==> src/sv/wim_pkg.sv <==
// wim_pkg: shared constants, types and arithmetic helpers for the weighted
// image moments block. Used by every module of the block; depends on nothing.

package wim_pkg;

    // Geometry and storage
    localparam int INDEX_BITS    = 9;
    localparam int MAX_CONTRASTS = 4;
    localparam int CONTRAST_W    = 2;
    localparam int INTENS_W      = 16;
    localparam int NUM_AXES      = 3;
    localparam int NUM_PAIRS     = 6;
    localparam int NUM_SUMS      = 1 + NUM_AXES + NUM_PAIRS;
    localparam int QUEUE_DEPTH   = 4;
    localparam int QPTR_W        = $clog2(QUEUE_DEPTH);
    localparam int QCNT_W        = QPTR_W + 1;
    localparam int NUM_STAGES    = 5;

    // Configuration port
    localparam int CFG_IDX_W = 3;
    localparam int CFG_W     = 64;
    localparam int CEN_CFG_W = 48;
    localparam int FIELD_W   = 16;

    // Datapath widths
    localparam int COEF_W   = 16;
    localparam int IDXS_W   = INDEX_BITS + 1;
    localparam int PROD_W   = COEF_W + IDXS_W;
    localparam int CSUM_W   = PROD_W + 2;
    localparam int CRD_SH   = 6;
    localparam int CRD_HALF = 1 << (CRD_SH - 1);
    localparam int CRD_W    = CSUM_W - CRD_SH + 1;
    localparam int CEN_W    = CRD_W + 1;
    localparam int WPROD_W  = INTENS_W + FIELD_W + 1;
    localparam int V_SH     = 12;
    localparam int V_HALF   = 1 << (V_SH - 1);
    localparam int V_W      = WPROD_W - V_SH;
    localparam int FIRST_W  = CRD_W + V_W;
    localparam int PP_W     = 2 * CEN_W;
    localparam int LO_W     = PP_W / 2;
    localparam int HI_W     = PP_W - LO_W;
    localparam int PLO_W    = LO_W + 1 + V_W;
    localparam int PHI_W    = HI_W + V_W;
    localparam int TERM_W   = PP_W + V_W + 1;
    localparam int WIDE_W   = (TERM_W > 65) ? TERM_W : 65;
    localparam int SUM_W    = 64;

    localparam logic signed [SUM_W-1:0] SUM_MAX = {1'b0, {(SUM_W-1){1'b1}}};
    localparam logic signed [SUM_W-1:0] SUM_MIN = {1'b1, {(SUM_W-1){1'b0}}};

    // Reset values of the registers
    localparam logic [CFG_W-1:0]     RST_ROW_X   = 64'h0000_0000_0000_0100;
    localparam logic [CFG_W-1:0]     RST_ROW_Y   = 64'h0000_0000_0100_0000;
    localparam logic [CFG_W-1:0]     RST_ROW_Z   = 64'h0000_0100_0000_0000;
    localparam logic [CEN_CFG_W-1:0] RST_CENTRE  = '0;
    localparam logic [CFG_W-1:0]     RST_WEIGHTS = 64'h1000_1000_1000_1000;

    // Register indexes
    typedef enum logic [CFG_IDX_W-1:0] {
        REG_AFFINE_X = 3'd0,
        REG_AFFINE_Y = 3'd1,
        REG_AFFINE_Z = 3'd2,
        REG_CENTRE   = 3'd3,
        REG_WEIGHTS  = 3'd4
    } t_cfg_reg;

    // Axis codes and the axis pairs of the second moments (xy yz xz xx yy zz)
    typedef enum logic [1:0] {
        AXIS_X = 2'd0,
        AXIS_Y = 2'd1,
        AXIS_Z = 2'd2
    } t_axis;

    localparam t_axis PAIR_A [NUM_PAIRS] = '{AXIS_X, AXIS_Y, AXIS_X, AXIS_X, AXIS_Y, AXIS_Z};
    localparam t_axis PAIR_B [NUM_PAIRS] = '{AXIS_Y, AXIS_Z, AXIS_Z, AXIS_X, AXIS_Y, AXIS_Z};

    typedef logic signed [SUM_W-1:0] t_sum;

    typedef struct packed {
        logic [CFG_W-1:0]     row_x;
        logic [CFG_W-1:0]     row_y;
        logic [CFG_W-1:0]     row_z;
        logic [CEN_CFG_W-1:0] centre;
        logic [CFG_W-1:0]     weights;
    } t_cfg;

    typedef struct packed {
        logic [INDEX_BITS-1:0]      idx_i;
        logic [INDEX_BITS-1:0]      idx_j;
        logic [INDEX_BITS-1:0]      idx_k;
        logic [CONTRAST_W-1:0]      contrast;
        logic signed [INTENS_W-1:0] intensity;
        logic                       take;
        logic                       last;
    } t_item;

    typedef struct packed {
        logic empty;
        logic full;
    } t_q_status;

    // Q8.8 affine row times grid index, before rounding
    function automatic logic signed [CSUM_W-1:0] coord_sum(
        input logic [CFG_W-1:0]      row,
        input logic [INDEX_BITS-1:0] i,
        input logic [INDEX_BITS-1:0] j,
        input logic [INDEX_BITS-1:0] k
    );
        logic signed [COEF_W-1:0] ci, cj, ck;
        logic signed [IDXS_W-1:0] si, sj, sk;
        logic signed [PROD_W-1:0] pi, pj, pk;
        ci = row[15:0];
        cj = row[31:16];
        ck = row[47:32];
        si = {1'b0, i};
        sj = {1'b0, j};
        sk = {1'b0, k};
        pi = ci * si;
        pj = cj * sj;
        pk = ck * sk;
        return CSUM_W'(pi) + CSUM_W'(pj) + CSUM_W'(pk);
    endfunction

    // Clamp a wide signed value to the 64-bit range
    function automatic t_sum sat64(input logic signed [WIDE_W-1:0] a);
        if ((&a[WIDE_W-1:SUM_W-1]) || !(|a[WIDE_W-1:SUM_W-1]))
            return a[SUM_W-1:0];
        else if (a[WIDE_W-1])
            return SUM_MIN;
        else
            return SUM_MAX;
    endfunction

    // Saturating 64-bit add
    function automatic t_sum sat_add(input t_sum a, input t_sum b);
        logic signed [SUM_W:0] s;
        s = {a[SUM_W-1], a} + {b[SUM_W-1], b};
        if (s[SUM_W] != s[SUM_W-1])
            return s[SUM_W] ? SUM_MIN : SUM_MAX;
        else
            return s[SUM_W-1:0];
    endfunction

endpackage

==> src/sv/wim_queue.sv <==
// wim_queue: short item queue between the front and the back end.
// Register-based, one write and one read port. Depends on wim_pkg.

module wim_queue
    import wim_pkg::*;
(
    input  logic      i_clk,
    input  logic      i_rst_n,
    input  logic      i_push,
    input  t_item     i_item,
    input  logic      i_pop,
    output t_item     o_head,
    output t_q_status o_status
);

    t_item             r_mem [QUEUE_DEPTH];
    logic [QPTR_W-1:0] r_wr_ptr, r_rd_ptr;
    logic [QCNT_W-1:0] r_count;

    // Storage write
    always_ff @(posedge i_clk) begin
        if (i_push) begin
            r_mem[r_wr_ptr] <= i_item;
        end
    end

    // Pointers and fill count
    always_ff @(posedge i_clk) begin
        if (!i_rst_n) begin
            r_wr_ptr <= '0;
            r_rd_ptr <= '0;
            r_count  <= '0;
        end else begin
            if (i_push) begin
                r_wr_ptr <= r_wr_ptr + 1'b1;
            end
            if (i_pop) begin
                r_rd_ptr <= r_rd_ptr + 1'b1;
            end
            case ({i_push, i_pop})
                2'b10:   r_count <= r_count + 1'b1;
                2'b01:   r_count <= r_count - 1'b1;
                default: r_count <= r_count;
            endcase
        end
    end

    assign o_head         = r_mem[r_rd_ptr];
    assign o_status.empty = (r_count == '0);
    assign o_status.full  = (r_count == QCNT_W'(QUEUE_DEPTH));

    a_no_overflow: assert property (@(posedge i_clk) disable iff (!i_rst_n)
        !(i_push && !i_pop && o_status.full))
        else $error("queue written while full");

    a_no_underflow: assert property (@(posedge i_clk) disable iff (!i_rst_n)
        i_pop |-> !o_status.empty)
        else $error("queue read while empty");

endmodule

==> config.mk <==
export PLATFORM = sky130hd
export DESIGN_NAME = wim_queue
export DESIGN_NICKNAME = d
export VERILOG_FILES = /design/src/sv/wim_pkg.sv /design/src/sv/wim_queue.sv
export SDC_FILE = /design/constraint.sdc
export NUM_CORES = 1
export LEC_CHECK = 0
export BUFFER_PORTS_ARGS = -buffer_cell sky130_fd_sc_hd__buf_2
export CORE_MARGIN = 2
export CORE_UTILIZATION = 56
export CTS_BUF_LIST = sky130_fd_sc_hd__clkbuf_16
export DETAILED_ROUTE_END_ITERATION = 16
export MAX_ROUTING_LAYER = met4
export PLACE_DENSITY_LB_ADDON = 0.15
export SYNTH_ARGS = -nofsm -noshare
export SYNTH_HDL_FRONTEND = slang
export SYNTH_SLANG_ARGS = --single-unit
export TNS_END_PERCENT = 5
==> constraint.sdc <==
create_clock -name i_clk -period 3.5 [get_ports i_clk]
set_clock_uncertainty 0.15 [all_clocks]
set_input_delay 0.35 -clock i_clk [delete_from_list [all_inputs] [get_ports i_clk]]
set_output_delay 0.35 -clock i_clk [all_outputs]
set_load 0.1 [all_outputs]
==> results of run 1 <==
## registers in the layout, summed over array words and instances, names as in the netlist, named ones only
signal	flops
r_rd_ptr	2
r_count	3
r_wr_ptr	2
r_mem	188
## worst max-delay path, stage by stage (launching register included)
cell and delay, ns:
sky130_fd_sc_hd__dfxtp_4 0.63, sky130_fd_sc_hd__buf_12 0.31, sky130_fd_sc_hd__mux4_2 0.55, sky130_fd_sc_hd__buf_2 0.31
## worst max path at each step
stage / slack (ns) / cells past startpoint / to
2_1_floorplan: 0.62 / 1 / o_status[1]
3_3_place_gp: 1.14 / 3 / o_head[38]
3_5_place_dp: 1.14 / 3 / o_head[43]
4_1_cts: 0.68 / 3 / o_head[43]
5_1_grt: 0.61 / 3 / o_head[43]
6_report: 0.75 / 3 / o_head[43]
## Yosys cell counts (all sizes together)
cell and number:
a21boi 1, and2 10, and3 1, buf 9
clkbuf 1, dfxtp 9, edfxtp 188, fa 1
ha 5, inv 6, mux2i 1, mux4 47
nand2 2, nor2b 1, nor3 1, o21ai 2
or3 1, xnor2 2, xor2 3
## per-stage QoR
stage | util, % | area, um^2 | hold WS (ns) | setup slack, ns
2_1_floorplan | - | 7257 | 0.2989 | 0.6187
3_3_place_gp | 63.12 | 7965 | 0.3392 | 1.136
3_5_place_dp | 63.12 | 7965 | 0.3854 | 1.140
4_1_cts | 71.48 | 9020 | 0.002883 | 0.6813
5_1_grt | 71.48 | 9020 | 0.01023 | 0.6077
6_report | 71.48 | 9020 | 0.01958 | 0.7505
## layout make-up
cell class | count | share of cell area [%]
clock inverters | 12 | 2.095
flip-flops and latches | 197 | 64.64
well taps | 172 | 2.386
clock buffers | 17 | 4.716
inverters | 6 | 0.2497
multi-input cells | 78 | 14.54
repair buffers | 150 | 11.37
## power by group through the flow
| stage | Combinational [mW] | Sequential [mW] | Clock (mW) |
|---|---|---|---|
| floorplan | 0.933 | 2.78 | 0 |
| detailed placement | 1.09 | 2.81 | 0 |
| global route | 1.17 | 2.77 | 2.12 |
| global placement | 1.08 | 2.80 | 0 |
| finish | 1.12 | 2.76 | 2.00 |
| CTS | 1.13 | 2.76 | 2.04 |
## logic make-up (layout without fill, tap and decap cells)
kind of cell | Yosys count | in the layout | synth area share, %
AOI/OAI and AO/OA | 3 | 3 | 0.2414
xor gates and xnor gates | 5 | 5 | 0.6036
adders and majority gates | 6 | 6 | 1.138
buffers and inverters | 16 | 185 | 1.724
DFF | 197 | 197 | 80.28
muxes | 48 | 48 | 14.72
and+or+nand+nor | 16 | 16 | 1.293
## routing by layer
layer | GRT usage [%] | up-vias | wire length (um)
met1 | 24.85 | 1779 | 5048
met4 | 7.681 | 0 | 159
met5 | - | - | 0
met3 | 4.360 | 13 | 658
li1 | - | 1540 | -
met2 | 31.87 | 94 | 6351
==> impl_results.html, run 1 <==
<table>
<tr><th>Metric</th><th>Value</th></tr>
<tr><th colspan="2">Worst hold path</th></tr>
<tr><td>Class of the tightest hold or removal check</td><td>in2reg</td></tr>
<tr><td>Endpoint, Worst Hold</td><td>r_mem[1][28]</td></tr>
<tr><td>Cell depth of the worst min-delay path</td><td>1</td></tr>
<tr><td>Source of the worst hold timing path</td><td>i_item[28]</td></tr>
<tr><th colspan="2">Timing</th></tr>
<tr><td>Worst slew margin</td><td>roughly 47%</td></tr>
<tr><td>Max-slew violations</td><td>0</td></tr>
<tr><td>Final cycle utilization of the critical path</td><td>78.56%</td></tr>
<tr><td>Max frequency</td><td>0.3637 GHz</td></tr>
<tr><td>Slew at the pin with the worst max-slew slack</td><td>0.7936 ns</td></tr>
<tr><td>Post-layout minimum cycle time</td><td>roughly 2.7 ns</td></tr>
<tr><td>Final hold violation count</td><td>0</td></tr>
<tr><td>Setup repair after global routing missed its margin</td><td>no</td></tr>
<tr><td>Final sum of negative setup slack</td><td>0 ns</td></tr>
<tr><td>Final setup violation count</td><td>0</td></tr>
<tr><th colspan="2">Clock network</th></tr>
<tr><td>Clock Tree Buf Depth</td><td>2</td></tr>
<tr><td>Number of clock sinks seen by CTS</td><td>197</td></tr>
<tr><td>H-tree Lvls</td><td>4</td></tr>
<tr><td>Number of gates resized after CTS</td><td>0</td></tr>
<tr><td>Buffer cell driving the clock tree root</td><td>sky130_fd_sc_hd__clkbuf_16</td></tr>
<tr><td>Clk_lat worst skew</td><td>0.42 ns</td></tr>
<tr><td>Clock input transition at the sequential cells of the worst setup and hold paths</td><td>about 0.06 ns</td></tr>
<tr><td>Clock buffer count from CTS</td><td>17</td></tr>
<tr><td># hold bufs at CTS</td><td>44</td></tr>
<tr><td>CTS tree</td><td>built</td></tr>
<tr><td>Count of buffers added by post-CTS timing repair for setup</td><td>0</td></tr>
<tr><th colspan="2">Power</th></tr>
<tr><td>Portion of total power attributed to combinational logic</td><td>a little under a fifth</td></tr>
<tr><td>Proportion of power drawn by the clock network</td><td>between 30% and 40%</td></tr>
<tr><td>Leakage</td><td>3.113 nW</td></tr>
<tr><td>Power per standard cell area</td><td>between 600 and 700 mW/mm^2</td></tr>
<tr><td>Switching power</td><td>between 1.5 and 2 mW</td></tr>
<tr><td>Max VDD drop</td><td>between 400 and 500 uV</td></tr>
<tr><td>Part of the total power dissipated in sequential elements</td><td>between 40 and 50%</td></tr>
<tr><td>Cell internal power dissipation</td><td>4.216 mW</td></tr>
<tr><td>Net Sw Frac</td><td>about 28%</td></tr>
<tr><td>Power after layout</td><td>between 5 and 6 mW</td></tr>
<tr><th colspan="2">Detailed routing</th></tr>
<tr><td>Initial DRT Pass Iterations</td><td>4</td></tr>
<tr><td>Wirelength per Cell</td><td>19.33 um</td></tr>
<tr><td>Vias per cell</td><td>between 5 and 6</td></tr>
<tr><td>Sum of routed wire length over all layers</td><td>around 12 mm</td></tr>
<tr><td>Post-detailed-route DRC marker count</td><td>0</td></tr>
<tr><td>DRC violation total after the first TritonRoute iteration</td><td>between 300 and 400</td></tr>
<tr><td>Antenna viol nets, final</td><td>0</td></tr>
<tr><td>Routed vias</td><td>roughly 3.4k</td></tr>
<tr><th colspan="2">Yosys</th></tr>
<tr><td>Post-synthesis cell count</td><td>between 200 and 300</td></tr>
<tr><td>Mean instance size in the synthesized netlist</td><td>about 25 um^2</td></tr>
<tr><td>Number of nets in the synthesized netlist</td><td>around 350</td></tr>
<tr><td>Post-synth cell types</td><td>22</td></tr>
<tr><td>Fraction of the yosys area taken by sequential cells</td><td>between 80% and 90%</td></tr>
<tr><td>Number of warning messages in the yosys log</td><td>0</td></tr>
<tr><td>Flip-flop and latch count after synthesis</td><td>a little under 200</td></tr>
<tr><td>Share of the synthesized area in the top cell type</td><td>77.79%</td></tr>
<tr><td>Post-synthesis cell area</td><td>just over 0.007 mm^2</td></tr>
<tr><td>Yosys top cell by area</td><td>sky130_fd_sc_hd__edfxtp_1</td></tr>
<tr><td>Top cells by area in the synthesized netlist</td><td>sky130_fd_sc_hd__edfxtp_1 (78%), sky130_fd_sc_hd__mux4_2 (15%), sky130_fd_sc_hd__dfxtp_1 (2.5%), sky130_fd_sc_hd__and2_1 (0.86%), sky130_fd_sc_hd__ha_1 (0.86%)</td></tr>
<tr><th colspan="2">Global routing</th></tr>
<tr><td>Antenna violations before repair</td><td>0</td></tr>
<tr><td>Global-route wire length before repair</td><td>19.69 mm</td></tr>
<tr><td>Overflow after GRT</td><td>0</td></tr>
<tr><td>Maximum number of pins on one net before global-route repair</td><td>between 40 and 50</td></tr>
<tr><td>Vias in the first global route</td><td>between 3k and 4k</td></tr>
<tr><td>Global router's overall resource usage</td><td>about a fifth</td></tr>
<tr><th colspan="2">Layout</th></tr>
<tr><td>Layout overhead on the synthesized area</td><td>24.29%</td></tr>
<tr><td>Diodes inserted</td><td>0</td></tr>
<tr><td>Highest-count cells in the layout ignoring fill and taps</td><td>sky130_fd_sc_hd__edfxtp_1 (188), sky130_fd_sc_hd__buf_2 (99), sky130_fd_sc_hd__mux4_2 (47), sky130_fd_sc_hd__dlygate4sd3_1 (44), sky130_fd_sc_hd__clkbuf_16 (17)</td></tr>
<tr><td>Total Nets Final</td><td>just over 500</td></tr>
<tr><td>Final std cells w/o fill</td><td>632</td></tr>
<tr><td>Most frequent standard cell in the layout excluding fill and tap cells</td><td>sky130_fd_sc_hd__edfxtp_1</td></tr>
<tr><td>Number of fill cells in the layout</td><td>just under 800</td></tr>
<tr><td>Area taken by flip-flops and latches</td><td>between 0.005 and 0.006 mm^2</td></tr>
<tr><td>Multi-input gate area in the final layout</td><td>between 0.001 and 0.0015 mm^2</td></tr>
<tr><td>Fraction of final layout cells sized beyond drive strength 1</td><td>40.43%</td></tr>
<tr><th colspan="2">Placement</th></tr>
<tr><td>IO buf count</td><td>slightly below 100</td></tr>
<tr><td>Global placer's final weighted congestion</td><td>between 0.7 and 0.8</td></tr>
<tr><td>Placed cell count</td><td>between 500 and 600</td></tr>
<tr><td>Detailed Place HPWL</td><td>about 7.2 mm</td></tr>
<tr><th colspan="2">Worst setup path</th></tr>
<tr><td>Required time of the critical path</td><td>3.00 ns</td></tr>
<tr><td>Highest net fanout along the worst path</td><td>27</td></tr>
<tr><td>Start of the worst register-to-register path</td><td>r_wr_ptr[0]</td></tr>
<tr><td>R2R setup slack</td><td>1.43 ns</td></tr>
<tr><td>Length in cells of the worst reg-to-reg path</td><td>4</td></tr>
<tr><td>Launching element type of the critical path</td><td>flip-flop</td></tr>
<tr><td>Class of the most critical setup path</td><td>reg2out</td></tr>
<tr><td>Crit. End Element</td><td>primary output</td></tr>
<tr><td>WP data arrival</td><td>2.25 ns</td></tr>
<tr><td>Capture point of the worst reg-to-reg path</td><td>r_mem[0][11]</td></tr>
<tr><th colspan="2">Status</th></tr>
<tr><td>Status</td><td>finished clean</td></tr>
<tr><th colspan="2">Run</th></tr>
<tr><td>Maxcap violations</td><td>0</td></tr>
<tr><th colspan="2">Floorplanning</th></tr>
<tr><td>Die height</td><td>about 120 um</td></tr>
<tr><td>Standard cell core area</td><td>approximately 0.013 mm^2</td></tr>
<tr><td>Die Outline Area</td><td>0.01389 mm^2</td></tr>
<tr><td>Count of pins on the block boundary</td><td>100</td></tr>
<tr><td>Starting Density</td><td>about 58%</td></tr>
<tr><td>Horiz. Die Dim</td><td>117.8 um</td></tr>
<tr><td>Placement Rows</td><td>41</td></tr>
</table>
(Power assumes the default switching activity.)
==> inputs of run 2 (changes only) <==
- clock period: 3.5 -> 2.7 ns (I/O delays scaled with it)
==> impl_results.html, run 2 (same netlist as run 1, synthesis figures left out) <==
<table>
<tr><th>Metric</th><th>Value</th></tr>
<tr><th colspan="2">Floorplanning</th></tr>
<tr><td>Placement Rows</td><td>between 40 and 50</td></tr>
<tr><td>Horiz. Die Dim</td><td>117.8 um</td></tr>
<tr><td>Starting Density</td><td>between 50% and 60%</td></tr>
<tr><td>Die Outline Area</td><td>between 0.01 and 0.015 mm^2</td></tr>
<tr><td>Standard cell core area</td><td>0.01262 mm^2</td></tr>
<tr><td>Count of pins on the block boundary</td><td>100</td></tr>
<tr><td>Die height</td><td>117.8 um</td></tr>
<tr><th colspan="2">Timing</th></tr>
<tr><td>Max-slew violations</td><td>0</td></tr>
<tr><td>Setup repair after global routing missed its margin</td><td>no</td></tr>
<tr><td>Max frequency</td><td>0.4104 GHz</td></tr>
<tr><td>Final sum of negative setup slack</td><td>0 ns</td></tr>
<tr><td>Crit path setup slack, layout</td><td>between 0.2 and 0.3 ns</td></tr>
<tr><td>Worst slew margin</td><td>about two thirds</td></tr>
<tr><td>Final cycle utilization of the critical path</td><td>about nine tenths</td></tr>
<tr><td>Slew at the pin with the worst max-slew slack</td><td>between 0.5 and 0.6 ns</td></tr>
<tr><td>Final setup violation count</td><td>0</td></tr>
<tr><td>Post-layout minimum cycle time</td><td>around 2.4 ns</td></tr>
<tr><td>Final hold violation count</td><td>0</td></tr>
<tr><th colspan="2">Layout</th></tr>
<tr><td>Largest registers</td><td>r_mem (188), r_count (3)</td></tr>
<tr><td>Most frequent standard cell in the layout excluding fill and tap cells</td><td>sky130_fd_sc_hd__edfxtp_1</td></tr>
<tr><td>Diodes inserted</td><td>0</td></tr>
<tr><td>Total Nets Final</td><td>just over 500</td></tr>
<tr><td>Biggest register</td><td>r_mem</td></tr>
<tr><td>Layout overhead on the synthesized area</td><td>24.81%</td></tr>
<tr><td>Post-route cell area</td><td>roughly 0.0091 mm^2</td></tr>
<tr><td>Flip-flop count of the largest register after layout</td><td>188</td></tr>
<tr><td>Highest-count cells in the layout ignoring fill and taps</td><td>sky130_fd_sc_hd__edfxtp_1 (188), sky130_fd_sc_hd__buf_2 (99), sky130_fd_sc_hd__dlygate4sd3_1 (48), sky130_fd_sc_hd__mux4_2 (47), sky130_fd_sc_hd__clkbuf_16 (17)</td></tr>
<tr><td>Final std cells w/o fill</td><td>approximately 640</td></tr>
<tr><td>Fraction of final layout cells sized beyond drive strength 1</td><td>between 40% and 50%</td></tr>
<tr><th colspan="2">Worst setup path</th></tr>
<tr><td>Critical path's top delay family</td><td>buffers and inverters</td></tr>
<tr><td>WP buf/inv</td><td>2</td></tr>
<tr><td>WP data arrival</td><td>2.02 ns</td></tr>
<tr><td>Stage delay of the slowest cell on the critical path</td><td>~0.58 ns</td></tr>
<tr><td>Crit. End Element</td><td>primary output</td></tr>
<tr><td>Cell breakdown of the critical path</td><td>buf_12 &gt; mux4_2 &gt; buf_2</td></tr>
<tr><td>Required time of the critical path</td><td>between 2 and 2.5 ns</td></tr>
<tr><td>Number of cells on the critical path</td><td>3</td></tr>
<tr><td>Slowest stage cell, crit path</td><td>sky130_fd_sc_hd__mux4_2</td></tr>
<tr><td>Class of the most critical setup path</td><td>reg2out</td></tr>
<tr><td>Launching element type of the critical path</td><td>flip-flop</td></tr>
<tr><td>Highest net fanout along the worst path</td><td>47</td></tr>
<tr><td>Length in cells of the worst reg-to-reg path</td><td>5</td></tr>
<tr><th colspan="2">Detailed routing</th></tr>
<tr><td>Sum of routed wire length over all layers</td><td>about 12 mm</td></tr>
<tr><td>Wirelength per Cell</td><td>around 19 um</td></tr>
<tr><td>Antenna viol nets, final</td><td>0</td></tr>
<tr><td>Post-detailed-route DRC marker count</td><td>0</td></tr>
<tr><td>Routed vias</td><td>approximately 3.5k</td></tr>
<tr><td>Vias per cell</td><td>around 5.4</td></tr>
<tr><td>Initial DRT Pass Iterations</td><td>4</td></tr>
<tr><td>DRC violation total after the first TritonRoute iteration</td><td>between 200 and 250</td></tr>
<tr><th colspan="2">Global routing</th></tr>
<tr><td>Vias in the first global route</td><td>about 3.7k</td></tr>
<tr><td>Antenna violations before repair</td><td>0</td></tr>
<tr><td>Global-route wire length before repair</td><td>approximately 20 mm</td></tr>
<tr><td>Global router's overall resource usage</td><td>between 20% and 30%</td></tr>
<tr><td>Overflow after GRT</td><td>0</td></tr>
<tr><td>Maximum number of pins on one net before global-route repair</td><td>48</td></tr>
<tr><th colspan="2">Placement</th></tr>
<tr><td>IO buf count</td><td>99</td></tr>
<tr><td>Global placer's final weighted congestion</td><td>between 0.6 and 0.7</td></tr>
<tr><td>Cell Area, Placed</td><td>about 0.008 mm^2</td></tr>
<tr><td>Detailed Place HPWL</td><td>roughly 7.2 mm</td></tr>
<tr><td>Placed cell count</td><td>approximately 560</td></tr>
<tr><td>Worst slack after detailed placement</td><td>around 0.67 ns</td></tr>
<tr><th colspan="2">Worst hold path</th></tr>
<tr><td>Cell depth of the worst min-delay path</td><td>3</td></tr>
<tr><td>Class of the tightest hold or removal check</td><td>in2reg</td></tr>
<tr><th colspan="2">Power</th></tr>
<tr><td>Max VDD drop</td><td>581.3 uV</td></tr>
<tr><td>Power after layout</td><td>7.444 mW</td></tr>
<tr><td>Leakage</td><td>approximately 3.1 nW</td></tr>
<tr><td>Power per standard cell area</td><td>between 800 and 900 mW/mm^2</td></tr>
<tr><th colspan="2">Clock network</th></tr>
<tr><td>Clock input transition at the sequential cells of the worst setup and hold paths</td><td>about 0.060 ns</td></tr>
<tr><td>H-tree Lvls</td><td>4</td></tr>
<tr><td># hold bufs at CTS</td><td>48</td></tr>
<tr><td>Number of gates resized after CTS</td><td>0</td></tr>
<tr><td>Clock buffer count from CTS</td><td>17</td></tr>
<tr><td>Buffer cell driving the clock tree root</td><td>sky130_fd_sc_hd__clkbuf_16</td></tr>
<tr><td>Count of buffers added by post-CTS timing repair for setup</td><td>0</td></tr>
<tr><td>Clk_lat worst skew</td><td>between 0.4 and 0.5 ns</td></tr>
<tr><td>Number of clock sinks seen by CTS</td><td>197</td></tr>
<tr><td>Clock Tree Buf Depth</td><td>2</td></tr>
<tr><td>CTS tree</td><td>built</td></tr>
<tr><th colspan="2">Run</th></tr>
<tr><td>Maxcap violations</td><td>0</td></tr>
<tr><th colspan="2">Status</th></tr>
<tr><td>Status</td><td>finished clean</td></tr>
</table>
==> run 2: cell types whose count changed in the layout (fill, tap and decap cells not counted), sizes merged <==
cell	change
clkinvlp	+2
buf	+3
inv	+2
bufinv	-2
dlygate4sd3	+4
==> run 2: final timing paths <==
check | from | endpoint | slack [ns]
min reg2reg | r_count[2] | r_count[2] | 0.41
min | i_pop | flip-flop | 0.09
max reg2reg | r_count[0] | r_count[2] | 0.92
max | flip-flop | o_head[31] | 0.26
==> run 2: where the power goes <==
part           total (mW)  switching, mW  internal, mW
sequential           3.55         0.0429          3.50
clock                2.41          0.988          1.43
combinational        1.48           1.13         0.351
total                7.44           2.16          5.28
==> run 2: worst register-to-register path, stage by stage (launching register included) <==
cell and delay (ns):
sky130_fd_sc_hd__dfxtp_1 0.37, sky130_fd_sc_hd__inv_1 0.09, sky130_fd_sc_hd__fa_1 0.43, sky130_fd_sc_hd__xor2_1 0.15, sky130_fd_sc_hd__or3_1 0.30, sky130_fd_sc_hd__a21boi_0 0.21
==> run 2: cell type report <==
cell class / instances / area, um^2
Clock buffer: 17 / 425.4
Tap cell: 172 / 215.2
Fill cell: 820 / 3562
Sequential cell: 197 / 5831
Timing Repair Buffer: 157 / 1101
Inverter: 6 / 22.52
Multi-Input combinational cell: 78 / 1316
Clock inverter: 14 / 146.4
==> run 2: through the flow <==
stage	hold WS [ns]	utilization, %
after floorplan	0.2189	-
after global placement	0.3298	63.43
after detailed placement	0.3347	63.43
after CTS	0.06863	71.77
after global routing	0.1071	71.77
final	0.08513	71.77
==> run 2: layer usage <==
metal  vias to the layer above  part of all wire (%)  GRT usage, %
met5                         -                     0             -
met4                         0                   2.6         9.036
met3                        27                   4.5         5.184
met2                        98                    51         31.83
met1                      1802                    42         24.83
li1                       1555                     -             -
==> inputs of run 3 (changes only) <==
- CORE_UTILIZATION: 56 -> 40
- PLACE_DENSITY_LB_ADDON: 0.15 -> 0.08
==> impl_results.html, run 3 (same netlist as run 1, synthesis figures left out) <==
<table>
<tr><th>Metric</th><th>Value</th></tr>
<tr><th colspan="2">Timing</th></tr>
<tr><td>Final cycle utilization of the critical path</td><td>between 80% and 90%</td></tr>
<tr><td>Post-layout minimum cycle time</td><td>approximately 2.3 ns</td></tr>
<tr><td>Final setup violation count</td><td>0</td></tr>
<tr><td>Crit path setup slack, layout</td><td>0.3550 ns</td></tr>
<tr><td>Final sum of negative setup slack</td><td>0 ns</td></tr>
<tr><td>Max-slew violations</td><td>0</td></tr>
<tr><td>Worst slew margin</td><td>65.72%</td></tr>
<tr><td>Final hold violation count</td><td>0</td></tr>
<tr><td>Slew at the pin with the worst max-slew slack</td><td>0.5178 ns</td></tr>
<tr><td>Max frequency</td><td>0.4264 GHz</td></tr>
<tr><td>Setup repair after global routing missed its margin</td><td>no</td></tr>
<tr><th colspan="2">Clock network</th></tr>
<tr><td>Clock input transition at the sequential cells of the worst setup and hold paths</td><td>around 0.07 ns</td></tr>
<tr><td>Clk_lat worst skew</td><td>around 0.4 ns</td></tr>
<tr><td>Count of buffers added by post-CTS timing repair for setup</td><td>0</td></tr>
<tr><td>H-tree Lvls</td><td>4</td></tr>
<tr><td>Buffer cell driving the clock tree root</td><td>sky130_fd_sc_hd__clkbuf_16</td></tr>
<tr><td>Number of clock sinks seen by CTS</td><td>between 150 and 200</td></tr>
<tr><td>Number of gates resized after CTS</td><td>0</td></tr>
<tr><td># hold bufs at CTS</td><td>48</td></tr>
<tr><td>Clock buffer count from CTS</td><td>17</td></tr>
<tr><td>CTS tree</td><td>built</td></tr>
<tr><td>Clock Tree Buf Depth</td><td>2</td></tr>
<tr><th colspan="2">Global routing</th></tr>
<tr><td>Global router's overall resource usage</td><td>~14%</td></tr>
<tr><td>Vias in the first global route</td><td>3610</td></tr>
<tr><td>Global-route wire length before repair</td><td>19.60 mm</td></tr>
<tr><td>Overflow after GRT</td><td>0</td></tr>
<tr><td>Antenna violations before repair</td><td>0</td></tr>
<tr><td>Maximum number of pins on one net before global-route repair</td><td>29</td></tr>
<tr><td>Met1 Use GR</td><td>roughly 18%</td></tr>
<tr><td>Met3 routing resource usage after global routing</td><td>under 10%</td></tr>
<tr><td>Global-route layer with the greatest usage</td><td>met2</td></tr>
<tr><td>Fraction of met2 tracks used by global routing</td><td>between 20 and 25%</td></tr>
<tr><th colspan="2">Layout</th></tr>
<tr><td>Flip-flop count of the largest register after layout</td><td>188</td></tr>
<tr><td>Area taken by flip-flops and latches</td><td>about 0.0058 mm^2</td></tr>
<tr><td>Most frequent standard cell in the layout excluding fill and tap cells</td><td>sky130_fd_sc_hd__edfxtp_1</td></tr>
<tr><td>Biggest register</td><td>r_mem</td></tr>
<tr><td>Highest-count cells in the layout ignoring fill and taps</td><td>sky130_fd_sc_hd__edfxtp_1 (188), sky130_fd_sc_hd__buf_2 (99), sky130_fd_sc_hd__dlygate4sd3_1 (48), sky130_fd_sc_hd__mux4_2 (47), sky130_fd_sc_hd__clkbuf_16 (17)</td></tr>
<tr><td>Diodes inserted</td><td>0</td></tr>
<tr><td>Multi-input gate area in the final layout</td><td>approximately 0.0013 mm^2</td></tr>
<tr><td>Fraction of final layout cells sized beyond drive strength 1</td><td>40.89%</td></tr>
<tr><td>Number of fill cells in the layout</td><td>1465</td></tr>
<tr><td>Largest registers</td><td>r_mem (188), r_count (3)</td></tr>
<tr><td>Post-route cell area</td><td>~0.009 mm^2</td></tr>
<tr><td>Layout overhead on the synthesized area</td><td>25.72%</td></tr>
<tr><td>Total Nets Final</td><td>approximately 520</td></tr>
<tr><th colspan="2">Power</th></tr>
<tr><td>Power after layout</td><td>between 7 and 8 mW</td></tr>
<tr><td>Leakage</td><td>~3.1 nW</td></tr>
<tr><td>Max VDD drop</td><td>~470 uV</td></tr>
<tr><td>Power per standard cell area</td><td>between 800 and 900 mW/mm^2</td></tr>
<tr><th colspan="2">Worst setup path</th></tr>
<tr><td>Class of the most critical setup path</td><td>reg2out</td></tr>
<tr><td>Launching element type of the critical path</td><td>flip-flop</td></tr>
<tr><td>R2R setup slack</td><td>about 1 ns</td></tr>
<tr><td>Start of the worst register-to-register path</td><td>r_count[0]</td></tr>
<tr><td>Highest net fanout along the worst path</td><td>28</td></tr>
<tr><td>Required time of the critical path</td><td>~2.3 ns</td></tr>
<tr><td>WP data arrival</td><td>approximately 1.9 ns</td></tr>
<tr><td>Crit. End Element</td><td>primary output</td></tr>
<tr><td>Capture point of the worst reg-to-reg path</td><td>r_count[2]</td></tr>
<tr><td>Length in cells of the worst reg-to-reg path</td><td>5</td></tr>
<tr><th colspan="2">Worst hold path</th></tr>
<tr><td>Cell depth of the worst min-delay path</td><td>3</td></tr>
<tr><td>Source of the worst hold timing path</td><td>i_pop</td></tr>
<tr><td>Class of the tightest hold or removal check</td><td>in2reg</td></tr>
<tr><th colspan="2">Floorplanning</th></tr>
<tr><td>Die Outline Area</td><td>0.01924 mm^2</td></tr>
<tr><td>Count of pins on the block boundary</td><td>100</td></tr>
<tr><td>Standard cell core area</td><td>0.01790 mm^2</td></tr>
<tr><td>Horiz. Die Dim</td><td>about 140 um</td></tr>
<tr><td>Starting Density</td><td>between 40% and 50%</td></tr>
<tr><td>Placement Rows</td><td>slightly below 50</td></tr>
<tr><td>Die height</td><td>approximately 140 um</td></tr>
<tr><th colspan="2">Placement</th></tr>
<tr><td>Detailed Place HPWL</td><td>roughly 7.6 mm</td></tr>
<tr><td>Global placer's final weighted congestion</td><td>0.6889</td></tr>
<tr><td>Cell Area, Placed</td><td>roughly 0.0081 mm^2</td></tr>
<tr><td>Worst slack after detailed placement</td><td>between 0.7 and 0.8 ns</td></tr>
<tr><td>IO buf count</td><td>99</td></tr>
<tr><th colspan="2">Detailed routing</th></tr>
<tr><td>DRC violation total after the first TritonRoute iteration</td><td>198</td></tr>
<tr><td>Post-detailed-route DRC marker count</td><td>0</td></tr>
<tr><td>Routed vias</td><td>roughly 3.4k</td></tr>
<tr><td>Vias per cell</td><td>between 4 and 5</td></tr>
<tr><td>Wirelength per Cell</td><td>around 18 um</td></tr>
<tr><td>Antenna viol nets, final</td><td>0</td></tr>
<tr><td>Sum of routed wire length over all layers</td><td>~13 mm</td></tr>
<tr><td>Initial DRT Pass Iterations</td><td>4</td></tr>
<tr><th colspan="2">Status</th></tr>
<tr><td>Status</td><td>finished clean</td></tr>
<tr><th colspan="2">Run</th></tr>
<tr><td>Maxcap violations</td><td>0</td></tr>
</table>
run 3: cell count changes in the layout (fill, tap and decap cells not counted):
cell	delta
sky130_fd_sc_hd__buf_4	+3
sky130_fd_sc_hd__inv_6	+2
sky130_fd_sc_hd__inv_1	-1
sky130_fd_sc_hd__clkinv_4	+1
sky130_fd_sc_hd__buf_12	-1
sky130_fd_sc_hd__bufinv_16	-1
run 3: through the flow:
step                hold WS (ns)  util (%)  cells
floorplan                 0.2189         -    291
global placement          0.3303     45.13    621
detailed placement        0.3353     45.13    621
CTS                      0.05302     50.96    701
global route             0.05636     50.96    701
finish                   0.07030     50.96    701
run 3: how the worst max path moves through the flow:
stage	start	to	slack, ns	cells past startpoint
5_1_grt	flip-flop	o_head[8]	0.26	3
4_1_cts	flip-flop	o_head[5]	0.31	3
6_report	flip-flop	o_head[8]	0.36	3
3_5_place_dp	i_push	r_count[2]	0.77	8
3_3_place_gp	flip-flop	o_head[8]	0.78	3
2_1_floorplan	r_wr_ptr[0]	r_mem[2][0]	0.48	3
run 3: layout make-up:
cell class                 count  area share [%]
clock buffer                  17           4.663
clock inverter                15           1.522
inverter                       6          0.2468
multi-input combinational     78           14.43
sequential                   197           63.91
tap                          229           3.140
timing repair buffer         159           12.10
run 3: per-layer routing:
| metal | up-vias | share of wire [%] |
|---|---|---|
| li1 | 1552 | - |
| met1 | 1772 | 44 |
| met2 | 76 | 51 |
| met3 | 9 | 3.8 |
| met4 | 0 | 1.0 |
| met5 | - | 0 |
run 3: worst max-delay path, stage by stage (launching register included):
cell and delay (ns):
sky130_fd_sc_hd__dfxtp_4 0.37, sky130_fd_sc_hd__buf_12 0.24, sky130_fd_sc_hd__mux4_2 0.55, sky130_fd_sc_hd__buf_2 0.31
run 3: report_power, final:
group	total (mW)	leakage, nW	switching (mW)	internal, mW
clock network	2.40	0.277	1.04	1.35
logic	1.49	1.05	1.14	0.356
registers	3.54	1.80	0.0379	3.50
total	7.43	3.13	2.22	5.21
